$ cat src/sv/mst_pkg.sv
`default_nettype none
package mst_pkg;

   localparam int SEARCH_WINDOW = 512;
   localparam int SEEN_W = 13;
   localparam logic [7:0] SEP_CODE = 8'h2F;

   localparam int CSR_W = 21;
   localparam logic [2:0] CSR_CHAR_BITS = 3'd0;
   localparam logic [2:0] CSR_PARITY_SEED = 3'd1;
   localparam logic [2:0] CSR_SENTINELS = 3'd2;
   localparam logic [2:0] CSR_BOUNDS = 3'd3;
   localparam logic [2:0] CSR_ASCII_OFFSET = 3'd4;
   localparam logic [2:0] CSR_FIELD_COUNTS = 3'd5;
   localparam logic [2:0] CSR_MAX_CHARS = 3'd6;
   localparam logic [2:0] CSR_MAX_BITS = 3'd7;

   localparam logic [1:0] ST_CHAR = 2'd0;
   localparam logic [1:0] ST_GOOD = 2'd1;
   localparam logic [1:0] ST_FAIL = 2'd2;

   typedef enum logic [2:0] {
      PH_HUNT   = 3'b001,
      PH_DECODE = 3'b010,
      PH_DONE   = 3'b100
   } phase_type;

   typedef struct packed {
      logic [3:0]  char_bits;
      logic        parity_seed;
      logic [20:0] sentinel_symbols;
      logic [13:0] value_bounds;
      logic [7:0]  ascii_offset;
      logic [7:0]  field_counts;
      logic [6:0]  max_chars;
      logic [9:0]  max_bits;
   } cfg_type;

   typedef struct packed {
      logic       fail;
      logic       done;
      logic       save;
      logic       marker_inc;
      logic [7:0] code;
   } verdict_type;

endpackage
`default_nettype wire

$ cat src/sv/magstripe_track_decoder.sv
// magnetic stripe track decoder
// req channel: one transaction per stripe bit (req_op 0, bit on req_data_bit,
// least significant first) or an end of swipe (req_op 1) that rearms the block.
// rsp channel: decoded characters (status 0), a good track (status 1) or a
// failure (status 2); rsp_last marks the final transaction of a swipe.
// csr port: write-only registers, taken on any edge with csr_we high, to be
// written only while no swipe transaction is outstanding.
// results: a result appears on rsp in the cycle after the req transaction that
// causes it; most bits produce no result.
// throughput: one req transaction every cycle while req_stall is low; the
// per-bit state update feeds the result register directly.
// reset: synchronous; the csr registers return to their defaults, the decoder hunts
// for a start sentinel and the result register is emptied.
// stall: a held result blocks req only while rsp_stall is high; a result
// being taken lets a new req transaction in during the same cycle.
`default_nettype none
module magstripe_track_decoder
   import mst_pkg::*;
(
   input  wire logic              clock,
   input  wire logic              reset,
   input  wire logic              req_valid,
   output logic                   req_stall,
   input  wire logic              req_op,
   input  wire logic              req_data_bit,
   output logic                   rsp_valid,
   input  wire logic              rsp_stall,
   output logic [7:0]             rsp_char_code,
   output logic [1:0]             rsp_status,
   output logic                   rsp_last,
   input  wire logic              csr_we,
   input  wire logic [2:0]        csr_index,
   input  wire logic [CSR_W-1:0]  csr_wdata
);

   cfg_type     cfg_ff;
   cfg_type     cfg_in;

   phase_type   phase_ff, phase_in;
   logic [6:0]  window_ff, window_in;
   logic [SEEN_W-1:0] seen_ff, seen_in;
   logic [6:0]  value_ff, value_in;
   logic [2:0]  bit_idx_ff, bit_idx_in;
   logic        parity_ff, parity_in;
   logic [6:0]  lrc_ff, lrc_in;
   logic [5:0]  marker_ff, marker_in;
   logic [6:0]  chars_ff, chars_in;

   logic        rsp_valid_ff, rsp_valid_in;
   logic [7:0]  code_ff, code_in;
   logic [1:0]  status_ff, status_in;
   logic        last_ff, last_in;

   logic        accept;
   logic [2:0]  width_n;
   logic [6:0]  hunt_window;
   logic [SEEN_W-1:0] seen_inc;
   logic [6:0]  hunt_data;
   logic [6:0]  value_next;
   logic        res_valid;
   logic [7:0]  res_code;
   logic [1:0]  res_status;
   verdict_type verdict;

   assign req_stall = rsp_valid_ff && rsp_stall;
   assign accept = req_valid && !req_stall;
   assign rsp_valid = rsp_valid_ff;
   assign rsp_char_code = code_ff;
   assign rsp_status = status_ff;
   assign rsp_last = last_ff;

   mst_char_judge u_judge (
      .cfg          (cfg_ff),
      .value        (value_ff),
      .parity_bit   (req_data_bit),
      .parity_acc   (parity_ff),
      .marker_count (marker_ff),
      .lrc_acc      (lrc_ff),
      .chars_out    (chars_ff),
      .verdict      (verdict)
   );

   // configuration writes
   always_comb begin
      cfg_in = cfg_ff;
      if (csr_we) begin
         unique case (csr_index)
            CSR_CHAR_BITS:    cfg_in.char_bits = csr_wdata[3:0];
            CSR_PARITY_SEED:  cfg_in.parity_seed = csr_wdata[0];
            CSR_SENTINELS:    cfg_in.sentinel_symbols = csr_wdata[20:0];
            CSR_BOUNDS:       cfg_in.value_bounds = csr_wdata[13:0];
            CSR_ASCII_OFFSET: cfg_in.ascii_offset = csr_wdata[7:0];
            CSR_FIELD_COUNTS: cfg_in.field_counts = csr_wdata[7:0];
            CSR_MAX_CHARS:    cfg_in.max_chars = csr_wdata[6:0];
            CSR_MAX_BITS:     cfg_in.max_bits = csr_wdata[9:0];
            default:          cfg_in = cfg_ff;
         endcase
      end
   end

   // per-bit decode
   always_comb begin
      if (cfg_ff.char_bits < 4'd2) begin
         width_n = 3'd1;
      end else if (cfg_ff.char_bits > 4'd8) begin
         width_n = 3'd7;
      end else begin
         width_n = 3'(cfg_ff.char_bits - 4'd1);
      end
      hunt_window = {req_data_bit, window_ff[6:1]};
      seen_inc = seen_ff + 1'b1;
      hunt_data = hunt_window >> (3'd7 - width_n);
      value_next = value_ff | (7'(req_data_bit) << bit_idx_ff);

      phase_in = phase_ff;
      window_in = window_ff;
      seen_in = seen_ff;
      value_in = value_ff;
      bit_idx_in = bit_idx_ff;
      parity_in = parity_ff;
      lrc_in = lrc_ff;
      marker_in = marker_ff;
      chars_in = chars_ff;
      res_valid = 1'b0;
      res_code = 8'd0;
      res_status = ST_FAIL;

      if (req_op) begin
         res_valid = (phase_ff != PH_DONE);
         phase_in = PH_HUNT;
         window_in = 7'd0;
         seen_in = '0;
         value_in = 7'd0;
         bit_idx_in = 3'd0;
         parity_in = cfg_ff.parity_seed;
         lrc_in = 7'd0;
         marker_in = 6'd0;
         chars_in = 7'd0;
      end else begin
         unique case (phase_ff)
            PH_HUNT: begin
               window_in = hunt_window;
               seen_in = seen_inc;
               if (seen_inc >= SEEN_W'(width_n) && seen_inc <= SEEN_W'(SEARCH_WINDOW)
                   && hunt_data == cfg_ff.sentinel_symbols[6:0]) begin
                  if (cfg_ff.max_bits == 10'd0) begin
                     res_valid = 1'b1;
                     phase_in = PH_DONE;
                  end else begin
                     phase_in = PH_DECODE;
                     seen_in = SEEN_W'(width_n);
                     value_in = hunt_data;
                     bit_idx_in = width_n;
                     parity_in = cfg_ff.parity_seed ^ (^hunt_data);
                  end
               end else if (seen_inc >= SEEN_W'(SEARCH_WINDOW)) begin
                  res_valid = 1'b1;
                  phase_in = PH_DONE;
               end
            end
            PH_DECODE: begin
               if (bit_idx_ff == 3'd0 && seen_ff >= SEEN_W'(cfg_ff.max_bits)) begin
                  res_valid = 1'b1;
                  phase_in = PH_DONE;
               end else begin
                  seen_in = seen_inc;
                  if (bit_idx_ff < width_n) begin
                     value_in = value_next;
                     parity_in = parity_ff ^ req_data_bit;
                     bit_idx_in = bit_idx_ff + 3'd1;
                  end else begin
                     value_in = 7'd0;
                     bit_idx_in = 3'd0;
                     parity_in = cfg_ff.parity_seed;
                     lrc_in = lrc_ff ^ value_ff;
                     if (verdict.marker_inc) begin
                        marker_in = marker_ff + 6'd1;
                     end
                     if (verdict.fail) begin
                        res_valid = 1'b1;
                        phase_in = PH_DONE;
                     end else if (verdict.done) begin
                        res_valid = 1'b1;
                        res_status = ST_GOOD;
                        phase_in = PH_DONE;
                     end else if (verdict.save) begin
                        res_valid = 1'b1;
                        res_status = ST_CHAR;
                        res_code = verdict.code;
                        chars_in = chars_ff + 7'd1;
                     end
                  end
               end
            end
            PH_DONE: begin
               phase_in = PH_DONE;
            end
            default: begin
               phase_in = PH_HUNT;
            end
         endcase
      end
   end

   // result register
   always_comb begin
      rsp_valid_in = rsp_valid_ff;
      code_in = code_ff;
      status_in = status_ff;
      last_in = last_ff;
      if (accept) begin
         rsp_valid_in = res_valid;
         if (res_valid) begin
            code_in = res_code;
            status_in = res_status;
            last_in = (res_status != ST_CHAR);
         end
      end else if (rsp_valid_ff && !rsp_stall) begin
         rsp_valid_in = 1'b0;
      end
   end

   always_ff @(posedge clock) begin
      if (reset) begin
         cfg_ff.char_bits <= 4'd5;
         cfg_ff.parity_seed <= 1'b1;
         cfg_ff.sentinel_symbols <= 21'd247435;
         cfg_ff.value_bounds <= 14'd1152;
         cfg_ff.ascii_offset <= 8'd48;
         cfg_ff.field_counts <= 8'd16;
         cfg_ff.max_chars <= 7'd40;
         cfg_ff.max_bits <= 10'd200;
         phase_ff <= PH_HUNT;
         window_ff <= 7'd0;
         seen_ff <= '0;
         value_ff <= 7'd0;
         bit_idx_ff <= 3'd0;
         parity_ff <= 1'b1;
         lrc_ff <= 7'd0;
         marker_ff <= 6'd0;
         chars_ff <= 7'd0;
         rsp_valid_ff <= 1'b0;
      end else begin
         cfg_ff <= cfg_in;
         if (accept) begin
            phase_ff <= phase_in;
            window_ff <= window_in;
            seen_ff <= seen_in;
            value_ff <= value_in;
            bit_idx_ff <= bit_idx_in;
            parity_ff <= parity_in;
            lrc_ff <= lrc_in;
            marker_ff <= marker_in;
            chars_ff <= chars_in;
         end
         rsp_valid_ff <= rsp_valid_in;
      end
   end

   always_ff @(posedge clock) begin
      code_ff <= code_in;
      status_ff <= status_in;
      last_ff <= last_in;
   end

endmodule
`default_nettype wire

$ cat src/sv/mst_char_judge.sv
`default_nettype none
module mst_char_judge
   import mst_pkg::*;
(
   input  wire cfg_type     cfg,
   input  wire logic [6:0]  value,
   input  wire logic        parity_bit,
   input  wire logic        parity_acc,
   input  wire logic [5:0]  marker_count,
   input  wire logic [6:0]  lrc_acc,
   input  wire logic [6:0]  chars_out,
   output verdict_type      verdict
);

   logic [5:0] nf;
   logic [5:0] ns_end;
   logic [5:0] es_count;
   logic [6:0] ss;
   logic [6:0] fs;
   logic [6:0] es;
   logic [6:0] vmin;
   logic [6:0] vmax;
   logic [6:0] limit;
   logic       bad;
   logic       sep;
   logic [7:0] data_code;

   always_comb begin
      nf = {2'b00, cfg.field_counts[3:0]};
      ns_end = nf + {2'b00, cfg.field_counts[7:4]};
      es_count = ns_end + 6'd1;
      ss = cfg.sentinel_symbols[6:0];
      fs = cfg.sentinel_symbols[13:7];
      es = cfg.sentinel_symbols[20:14];
      vmin = cfg.value_bounds[6:0];
      vmax = cfg.value_bounds[13:7];
      limit = cfg.max_chars - 7'd1;
      data_code = {1'b0, value} + cfg.ascii_offset;

      bad = 1'b0;
      sep = 1'b0;
      verdict.done = 1'b0;
      verdict.save = 1'b0;
      verdict.marker_inc = 1'b0;

      // ordering: start, format codes, separators, end, lrc, data
      priority if (marker_count == 6'd0 && value == ss) begin
         verdict.marker_inc = 1'b1;
      end else if (marker_count != 6'd0 && marker_count <= nf) begin
         verdict.marker_inc = 1'b1;
         verdict.save = 1'b1;
      end else if (value == fs && marker_count > nf && marker_count <= ns_end) begin
         verdict.marker_inc = 1'b1;
         verdict.save = 1'b1;
         sep = 1'b1;
      end else if (value == es && marker_count == es_count) begin
         verdict.marker_inc = 1'b1;
      end else if (marker_count == es_count + 6'd1 && lrc_acc == value) begin
         verdict.done = 1'b1;
      end else if (marker_count > nf && marker_count <= es_count
                   && value >= vmin && value <= vmax) begin
         verdict.save = 1'b1;
      end else begin
         bad = 1'b1;
      end

      verdict.fail = (parity_acc != parity_bit) || bad || (chars_out >= limit);
      verdict.code = sep ? SEP_CODE : data_code;
   end

endmodule
`default_nettype wire
$ cat config.mk
export PLATFORM = sky130hd
export DESIGN_NAME = magstripe_track_decoder
export DESIGN_NICKNAME = d
export VERILOG_FILES = /design/src/sv/mst_pkg.sv /design/src/sv/magstripe_track_decoder.sv /design/src/sv/mst_char_judge.sv
export SDC_FILE = /design/constraint.sdc
export NUM_CORES = 1
export LEC_CHECK = 0
export BUFFER_PORTS_ARGS = -buffer_cell sky130_fd_sc_hd__buf_2
export CAP_MARGIN = 10
export CORE_AREA = 3 3 147 149
export CTS_CLUSTER_DIAMETER = 60
export DETAILED_ROUTE_END_ITERATION = 6
export DIE_AREA = 0 0 150 152
export RECOVER_POWER = 100
export SETUP_SLACK_MARGIN = 0.15
export SLEW_MARGIN = 15
export SYNTH_ARGS = -nofsm -noshare
export SYNTH_HDL_FRONTEND = slang
export SYNTH_SLANG_ARGS = --single-unit
$ cat constraint.sdc
create_clock -name clock -period 11.7 [get_ports clock]
set_clock_uncertainty 0.2 [all_clocks]
set_input_delay 2.925 -clock clock [delete_from_list [all_inputs] [get_ports clock]]
set_output_delay 2.925 -clock clock [all_outputs]
set_load 0.005 [all_outputs]
# [Word-level counts from Yosys, hierarchy flattened]
# Cells that the tools add are included.
[word_totals] output_inout_bits=13 ff_bits=139
[classes] n_reduce_logical=50 shifts=2 muxes=92 eq_ne=29 bitwise_logic=6 magnitude_cmp=14 n_addsub=11
[ops] operator="$mux 7" count=18
[ops] operator="$mux 13" count=4
[ops] operator="$mux 3" count=15
[ops] operator="$mux 6" count=6
[ops] operator="$eq 7x7->1" count=5
[ops] operator="$mux 1" count=32
[ops] operator="$pmux 13 s2" count=1
[ops] operator="$mux 2" count=11
[ops] operator="$reduce_and 2->1" count=10
[ops] operator="$add 6x1->6 const B" count=3
[ops] operator="$eq 3x3->1 const B" count=5
[ops] operator="$logic_and 1x1->1" count=15
[ops] operator="$ge 7x7->1" count=2
[ops] operator="$pmux 7 s2" count=1
[ops] operator="$add 13x1->13 const B" count=1
[ops] operator="$ge 13x10->1" count=1
[ops] operator="$ge 13x10->1 const B" count=1
[ops] operator="$ge 13x3->1" count=1
[ops] operator="$le 13x10->1 const B" count=1
[ops] operator="$eq 6x6->1" count=2
[ops] operator="$le 6x6->1" count=2
[ops] operator="$ne 3x3->1 const B" count=4
[ops] operator="$reduce_bool 2->1" count=6
[ops] operator="$logic_not 10->1" count=1
[ops] operator="other kinds (41)" count=56

# [Longest topological paths before layout]
# Gate-level depths: netlist (run 1).
[logic_depth] word_depth=20 depth_mapped=17 ltp_nobuf=17

# [Cells and area by module]
# A second synthesis (run 1) with hierarchy kept.
[unflattened] cells_unflattened=1148 area_unflattened_um2=9137.5
[modules_own_cells] module="magstripe_track_decoder" instances=1 cells_per_inst=876 seq_area_each_um2=2872.8 area_per_inst_um2=7041.8
[modules_own_cells] module="mst_char_judge" instances=1 cells_per_inst=272 seq_area_each_um2=0.0 area_per_inst_um2=2095.8

# [Worst setup path after synthesis (run 1)]
# No wires, ideal clock.
[synth_timing] path_type="input-to-output" startpoint="input rsp_stall" endpoint="output req_stall" arrival_time_ps=3073 n_path_buf=0 path_stages=2 slack_ps=5502 path_cell_list="nand2_1 > inv_1"
[synth_between] elab_chain_len=1
[synth_lines] element="start, declared" line="magstripe_track_decoder.sv:27" rtl="input wire logic rsp_stall,"
[synth_lines] element="$logic_and 1x1->1" line="magstripe_track_decoder.sv:65" rtl="assign req_stall = rsp_valid_ff && rsp_stall;"
[synth_lines] element="end, declared" line="magstripe_track_decoder.sv:23" rtl="output logic req_stall,"
# No other way between the ends.

# [Final worst setup path (run 1)]
[layout_timing] startpoint="input req_data_bit" endpoint="register seen_ff[10]"
[layout_between] elab_chain_len=6
[layout_lines] element="start, declared" line="magstripe_track_decoder.sv:25" rtl="input wire logic req_data_bit,"
[layout_lines] element="$shr 7x3->7" line="magstripe_track_decoder.sv:112" rtl="hunt_data = hunt_window >> (3'd7 - width_n);"
[layout_lines] element="$eq 7x7->1" line="magstripe_track_decoder.sv:145" rtl="&& hunt_data == cfg_ff.sentinel_symbols[6:0]) begin"
[layout_lines] element="$logic_and 1x1->1" line="magstripe_track_decoder.sv:145"
[layout_lines] element="$mux 13" line="magstripe_track_decoder.sv:144" rtl="if (seen_inc >= SEEN_W'(width_n) && seen_inc <= SEEN_W'(SEARCH_WINDOW)"
[layout_lines] element="$pmux 13 s2" line="magstripe_track_decoder.sv:140" rtl="unique case (phase_ff)"
[layout_lines] element="$mux 13" line="magstripe_track_decoder.sv:128" rtl="if (req_op) begin"
[layout_lines] element="end signal, assigned" line="magstripe_track_decoder.sv:248" rtl="seen_ff <= seen_in;"
[layout_lines] element="end, declared" line="magstripe_track_decoder.sv:41" rtl="logic [SEEN_W-1:0] seen_ff, seen_in;"
# No other way between the ends.
# A chain may end at the register's enable or synchronous reset.

==> results.toml, run 1 <==
[detailed_routing]
drt_wl_total_um = 26500
ant_nets = 0
drc = 0
first_iter_violations = 521
drt_pass1_iterations = 5
vias = 8360
via_per_inst = 5.73
wire_per_inst_um = 18.2

[critical_path]
r2r_start = "cfg_ff[69]$_SDFFE_PP1P_"
cpPeakStageDelay_ps = 720
startpoint_type = "input port"
cp_max_fo = 15
path_class = "in -> reg"
end_kind = "flip-flop"
cpMaxStageDelayCell = "nor4_1"
critPathLaunch = "req_data_bit"
cp_data_required_time_ps = 11830
critPathArrivalTime_ps = 6620
path_cells = "clkbuf_1 > mux2i_1 > or3_1 > and3_1 > nor4_1 > nand4_1 > nand3_1 > o21ai_0 > a21o_1"

[pwr]
internal_power_mw = 0.872
pwr-share-seq_pct = 41.1
p_switching_mw = 0.348
p_per_area_nw_per_um2 = 121
power.total_mw = 1.22
p_clk_share_pct = 46.2
combinationalPowerShare_pct = 12.6
swShare_pct = 28.6
leakage_nw = 3.92
ir_worst_vdd_mv = 0.0983

[sta]
tns_ps = 0
min_period_ps = 6480
hold_viol = 0
worst_pin_slew_ps = 2830
fin_crit_sh_pct = 55.4
slew_violations = 56
setup_slack_ps = 5220
rsz0062_at_grt = "false"
setup_viol = 0
slew_headroom_pct = -88.7
timing.fmax_mhz = 154

[clock_network]
holdBufCountCts = 0
clk_pin_slew_ps = 70
cts_tree = "done"
cts_root_buffer = "clkbuf_16"
cts_resized = 0
cts_max_level = 4
clk_latency_ps = 440
clk_path_buf_depth = 2
cts_sinks = 138
cts_made_buffers = 17
post_cts_buffers = 0

[synthesis]
ys_types = 84
synth_area_leader_cell = "dfxtp_1"
syn_nets = 1265
ys_warn_count = 0
synth_top_family_by_area = "simple AND/OR/NAND/NOR gates"
synth_area_leaders = "dfxtp_1 28%, ha_1 10%, nand2_1 7.2%, a21oi_1 5.9%, edfxtp_1 3.6%"
synth_compound_area_share_pct = 19.8
synth_top_area_share_pct = 27.9
ys_seq_elements = 138
synth_flop_cell = "dfxtp_1"
ys_seq_area_share_pct = 31.5
synth_top_cells_by_count = "176 x nand2_1, 127 x dfxtp_1, 107 x a21oi_1, 79 x nor2_1, 73 x ha_1"
postSynthCellCount = 1159
synth_edf_count = 11
syn_area_per_cell_um2 = 7.86
synth_xor_area_share_pct = 6.25
netlist_area_um2 = 9110
synthAdderAreaFrac_pct = 10.5
yosysMostFrequentCell = "nand2_1"
async_flop_share_pct = 0
yosys.area_share.simple_pct = 24.5
synthMuxAreaShare_pct = 2.22

[cells_and_area]
final_area_um2 = 10100
diodes = 0
nets = 1282
post_route_cells_drive_above_1_share_pct = 7.65
area.growth.synth_to_final_pct = 10.6

[floorplan]
std_cell_rows = 52
die_w_um = 150
fp.dieH_um = 152
dieArea_um2 = 22800
core_um2 = 20300
io_pins = 44
start_util_pct = 44.9

[grt]
grt_pass1_vias = 7724
grt-ovfl-total = 0
grtUsageTotal_pct = 23.3
grt_antenna_before_repair = 0
grt_max_degree = 56
grt_first_pass_wirelength_um = 42100

[place]
place_ws_ps = 5270
dp_hpwl_um = 18900
dpl-instance-area_um2 = 9490
place_congestion = 0.878
portBuffers = 43

[min_path]
hp-class = "reg -> reg"
worstHoldStart = "cfg_ff[42]$_SDFFE_PP0P_"

[outcome]
outcome = "finished with violations"
violations = "max-capacitance violations, max-slew violations"

[run]
maxCapViolations = 1
through the flow:
| step | util (%) | cells | hold slack [ps] |
|---|---|---|---|
| floorplan | - | 1159 | 236 |
| global placement | 46.7 | 1427 | 242 |
| detailed placement | 46.7 | 1427 | 249 |
| CTS | 49.7 | 1459 | 258 |
| global route | 49.6 | 1459 | 272 |
| finish | 49.6 | 1459 | 258 |
per-layer routing:
metal	vias up	global-route usage, %	part of all wire, %
met2	226	36.5	46
met3	38	4.35	5.7
met4	0	7.23	2.2
met5	-	0	0
li1	4169	-	-
met1	3927	32.6	46
state kept, by name, summed over array words and instances, names as in the netlist:
signal	cells
cfg_ff	73
chars_ff	7
value_ff	7
rsp_valid	1
window_ff	6
seen_ff	13
phase_ff	3
rsp_last	1
marker_ff	6
lrc_ff	7
bit_idx_ff	3
rsp_status	2
parity_ff	1
rsp_char_code	8
path summary, 6_finish.rpt:
check / slack (ps) / to / depth (start not counted)
hold / removal: 260 / cfg_ff[42]$_SDFFE_PP0P_ / 2
setup / recovery: 5220 / seen_ff[10]$_SDFFE_PP0P_ / 9
hold reg to reg: 260 / cfg_ff[42]$_SDFFE_PP0P_ / 2
setup reg to reg: 6380 / seen_ff[10]$_SDFFE_PP0P_ / 13
power by group through the flow:
stage	logic, mW	clock network (mW)	registers [mW]
final	0.154	0.564	0.502
after global routing	0.171	0.593	0.503
after global placement	0.151	0	0.512
after floorplan	0.111	0	0.505
after CTS	0.154	0.572	0.502
after detailed placement	0.153	0	0.512
layout make-up:
class / count / area, um^2
Fill cell: 2024 / 10200
Multi-Input combinational cell: 901 / 5750
Sequential cell: 138 / 2870
Clock buffer: 20 / 489
Tap cell: 270 / 338
Inverter: 71 / 272
Timing Repair Buffer: 47 / 228
Clock inverter: 12 / 124
placed cells by master, fill, tap and decap left out, types with 5 or more instances in the layout:
cell         n
clkbuf_1    10
nand2b_1    18
o211ai_1    15
nor3b_1      7
and2_1       5
o21bai_1     7
edfxtp_1    11
and3_1      13
nor4_1      14
mux2i_1     18
nand4_1     18
xnor2_1     32
or3_1       16
a21o_1      11
clkbuf_16   19
nand3b_1     7
buf_2       35
nand2_1    176
xor2_1      33
or4_1        8
nor3_1      31
a211oi_1    11
nor2_1      79
a22oi_1      7
a31oi_1     12
nor2b_1     13
ha_1        73
dfxtp_1    127
o21ai_0     50
inv_1       68
a21oi_1    107
nand3_1     36
logic make-up after synthesis:
kind of cell,after synthesis
buffers and inverters,120
adder cells (fa/ha/maj),75
multiplexers,20
AO/OA/AOI/OAI,282
flip-flops,138
XOR/XNOR,65
AND/OR/NAND/NOR,459
worst max-delay path: cells and delay by family:
| kind | cells | cell delay [ps] |
|---|---|---|
| buf+inv | 1 | 520 |
| simple gates | 5 | 2480 |
| mux | 1 | 360 |
| compound gates | 2 | 320 |
No activity file was read; power rests on OpenSTA's default activity.
==> inputs of run 2 (changes only) <==
Settings changed: ABC_AREA set to 1, CORE_AREA 3 3 147 149 to 3 3 146 148, DIE_AREA 0 0 150 152 to 0 0 149 151.
Clock period 11.7 ns to 6.7 ns, I/O delays scaled along.
==> run 2 against run 1 <==
Net effect:
- wire length fell by 6.6%
- the flow still finishes with violations (max-capacitance violations, max-slew violations)
- critical endpoint is now value_ff[1]$_SDFFE_PP0P_
- worst hold slack improved by 5.0 ps
- combinational power rose by 140%
- largest power group unchanged
==> results.toml, run 2 <==
[critical_path]
critPathLaunch = "reset"
cpPeakStageDelay_ps = 1530
cpMaxStageDelayCell = "clkbuf_1"
end_kind = "flip-flop"
worstReg2RegEnd = "rsp_char_code[4]$_SDFFCE_PP0P_"
worst-r2r-cell-count = 23
path_cells = "buf_2 > clkbuf_1 > inv_1 > buf_4 > o21ai_0 > a21oi_1"
r2r_start = "cfg_ff[17]$_SDFFE_PP0P_"
path_class = "in -> reg"
startpoint_type = "input port"
cp_data_required_time_ps = 6780
reg2reg_slack_ps = 1770
cp_max_fo = 44
critPathArrivalTime_ps = 5320

[sta]
worst_pin_slew_ps = 2140
fin_crit_sh_pct = 78.3
rsz0062_at_grt = "false"
timing.fmax_mhz = 191
tns_ps = 0
setup_slack_ps = 1460
setup_viol = 0
slew_violations = 42
slew_headroom_pct = -42.8
min_period_ps = 5240
hold_viol = 0

[detailed_routing]
wire_per_inst_um = 15.3
wl_met3_um = 1150
drc = 0
first_iter_violations = 442
ant_nets = 0
vias = 8365
route.met2.wl_um = 11400
drt_wl_total_um = 24700
via_per_inst = 5.18
wl_met1_um = 11800
drt_pass1_iterations = 5
routed.top_layer = "met4"

[clock_network]
clk_latency_ps = 420
cts_sinks = 138
holdBufCountCts = 0
post_cts_buffers = 0
cts_max_level = 4
clk_pin_slew_ps = 60
cts_made_buffers = 17
cts_resized = 0
cts_tree = "done"
clk_path_buf_depth = 2
cts_root_buffer = "clkbuf_16"

[min_path]
hp-class = "reg -> reg"
worstHoldStart = "cfg_ff[38]$_SDFFE_PP0P_"
holdPathEnd = "cfg_ff[38]$_SDFFE_PP0P_"
min_path_cells = 2

[cells_and_area]
fillers = 2100
nets = 1439
diodes = 0
final_common_cell = "nand2_1"
regMostFlops = "cfg_ff"
final_area_um2 = 9980
mostFrequentLayoutCells = "269 x nand2_1, 151 x inv_1, 141 x nor2_1"
final_cells = 1616
post_route_cells_drive_above_1_share_pct = 6.91
area.growth.synth_to_final_pct = 10.5
largest_register_ffs = 73

[synthesis]
ys_warn_count = 0
synth_area_leaders = "dfxtp_1 28%, nand2_1 11%, ha_1 10%, a21oi_1 6.5%, inv_1 6.3%"
ys_seq_area_share_pct = 31.8
netlist_area_um2 = 9030
ys_types = 47
synth_area_leader_cell = "dfxtp_1"
async_flop_share_pct = 0
synth_edf_count = 11
ys_seq_elements = 138
syn_area_per_cell_um2 = 6.91
syn_nets = 1413
synth_top_cells_by_count = "268 x nand2_1, 151 x inv_1, 141 x nor2_1, 127 x dfxtp_1, 117 x a21oi_1"
yosysMostFrequentCell = "nand2_1"
synth_top_area_share_pct = 28.2
postSynthCellCount = 1307
synth_flop_cell = "dfxtp_1"

[pwr]
power.total_mw = 2.24
p_per_area_nw_per_um2 = 224
ir_worst_vdd_mv = 0.189
p_clk_share_pct = 43.5
p_switching_mw = 0.664
pwr-share-seq_pct = 40.0
internal_power_mw = 1.57
combinationalPowerShare_pct = 16.5
leakage_nw = 4.54
swShare_pct = 29.7

[outcome]
violations = "max-capacitance violations, max-slew violations"
outcome = "finished with violations"

[place]
place_congestion = 0.845
dp_hpwl_um = 18100
dpl-instance-area_um2 = 9430
place_ws_ps = 1960
portBuffers = 43
dp.cells = 1584

[grt]
grt-ovfl-total = 0
grt_first_pass_wirelength_um = 40200
grtUsageTotal_pct = 22.5
grt_antenna_before_repair = 1
grt_pass1_vias = 7760
grt_max_degree = 45

[run]
maxCapViolations = 1

[floorplan]
die_w_um = 149
std_cell_rows = 52
dieArea_um2 = 22500
core_um2 = 20200
start_util_pct = 44.8
io_pins = 44
fp.dieH_um = 151
[run 2: cell count changes after synthesis, moves of 11 or more]
cell      change
o21ai_0      +34
a21o_1       -11
and3_1       -11
nand2b_1     -18
nor2b_1      -13
xnor2_1      -11
nor2_1       +62
or3_1        -16
mux2i_1      -18
nand3_1      +67
inv_1        +83
nand2_1      +92
nor3_1       -11
[run 2: critical path, delay by kind of cell]
kind	cells	cell delay, ps
AOI/OAI and AO/OA	2	190
buffers and inverters	4	3420
[run 2: power by group through the flow]
stage          sequential (mW)  clock (mW)  combinational (mW)
6_report                 0.896       0.973               0.369
5_1_grt                  0.899        1.02               0.420
4_1_cts                  0.895       0.989               0.372
3_5_place_dp             0.913           0               0.370
3_3_place_gp             0.913           0               0.368
2_1_floorplan            0.899           0               0.279
[run 2: layout make-up]
cell class	count	area (um^2)	area share (%)
Inverter	160	601	6.02
Sequential cell	138	2870	28.8
Multi-Input combinational cell	970	5340	53.5
Clock inverter	14	171	1.72
Clock buffer	18	429	4.30
Timing Repair Buffer	46	225	2.26
Tap cell	270	338	3.39
[run 2: worst max path at each step]
| stage | end | slack (ps) |
|---|---|---|
| after global placement | value_ff[6]$_SDFFE_PP0P_ | 2110 |
| after detailed placement | value_ff[6]$_SDFFE_PP0P_ | 1960 |
| final | value_ff[1]$_SDFFE_PP0P_ | 1460 |
| after floorplan | rsp_char_code[0]$_SDFFCE_PP0P_ | 2870 |
| after CTS | rsp_status[0]$_DFFE_PP_ | 2270 |
| after global routing | value_ff[1]$_SDFFE_PP0P_ | 1060 |
[run 2: kinds of logic (layout without fill, tap and decap cells)]
family	after synthesis	in the layout	share of synthesized area (%)
flip-flops	138	138	31.8
buffers and inverters	199	238	8.57
XOR/XNOR	58	58	5.63
adder cells (fa/ha/maj)	75	75	10.6
AO/OA/AOI/OAI	247	247	15.0
AND/OR/NAND/NOR	590	590	28.4
[run 2: through the flow]
stage               hold WS, ps  util (%)
floorplan                   235         -
global placement            248      46.7
detailed placement          252      46.7
CTS                         263      49.7
global route                277      49.5
finish                      263      49.5
[run 2: layer usage]
metal | up-vias | track usage [%]
met5 | - | 0
met4 | 0 | 6.22
met3 | 30 | 3.29
met2 | 173 | 38.0
met1 | 3785 | 30.2
li1 | 4377 | -
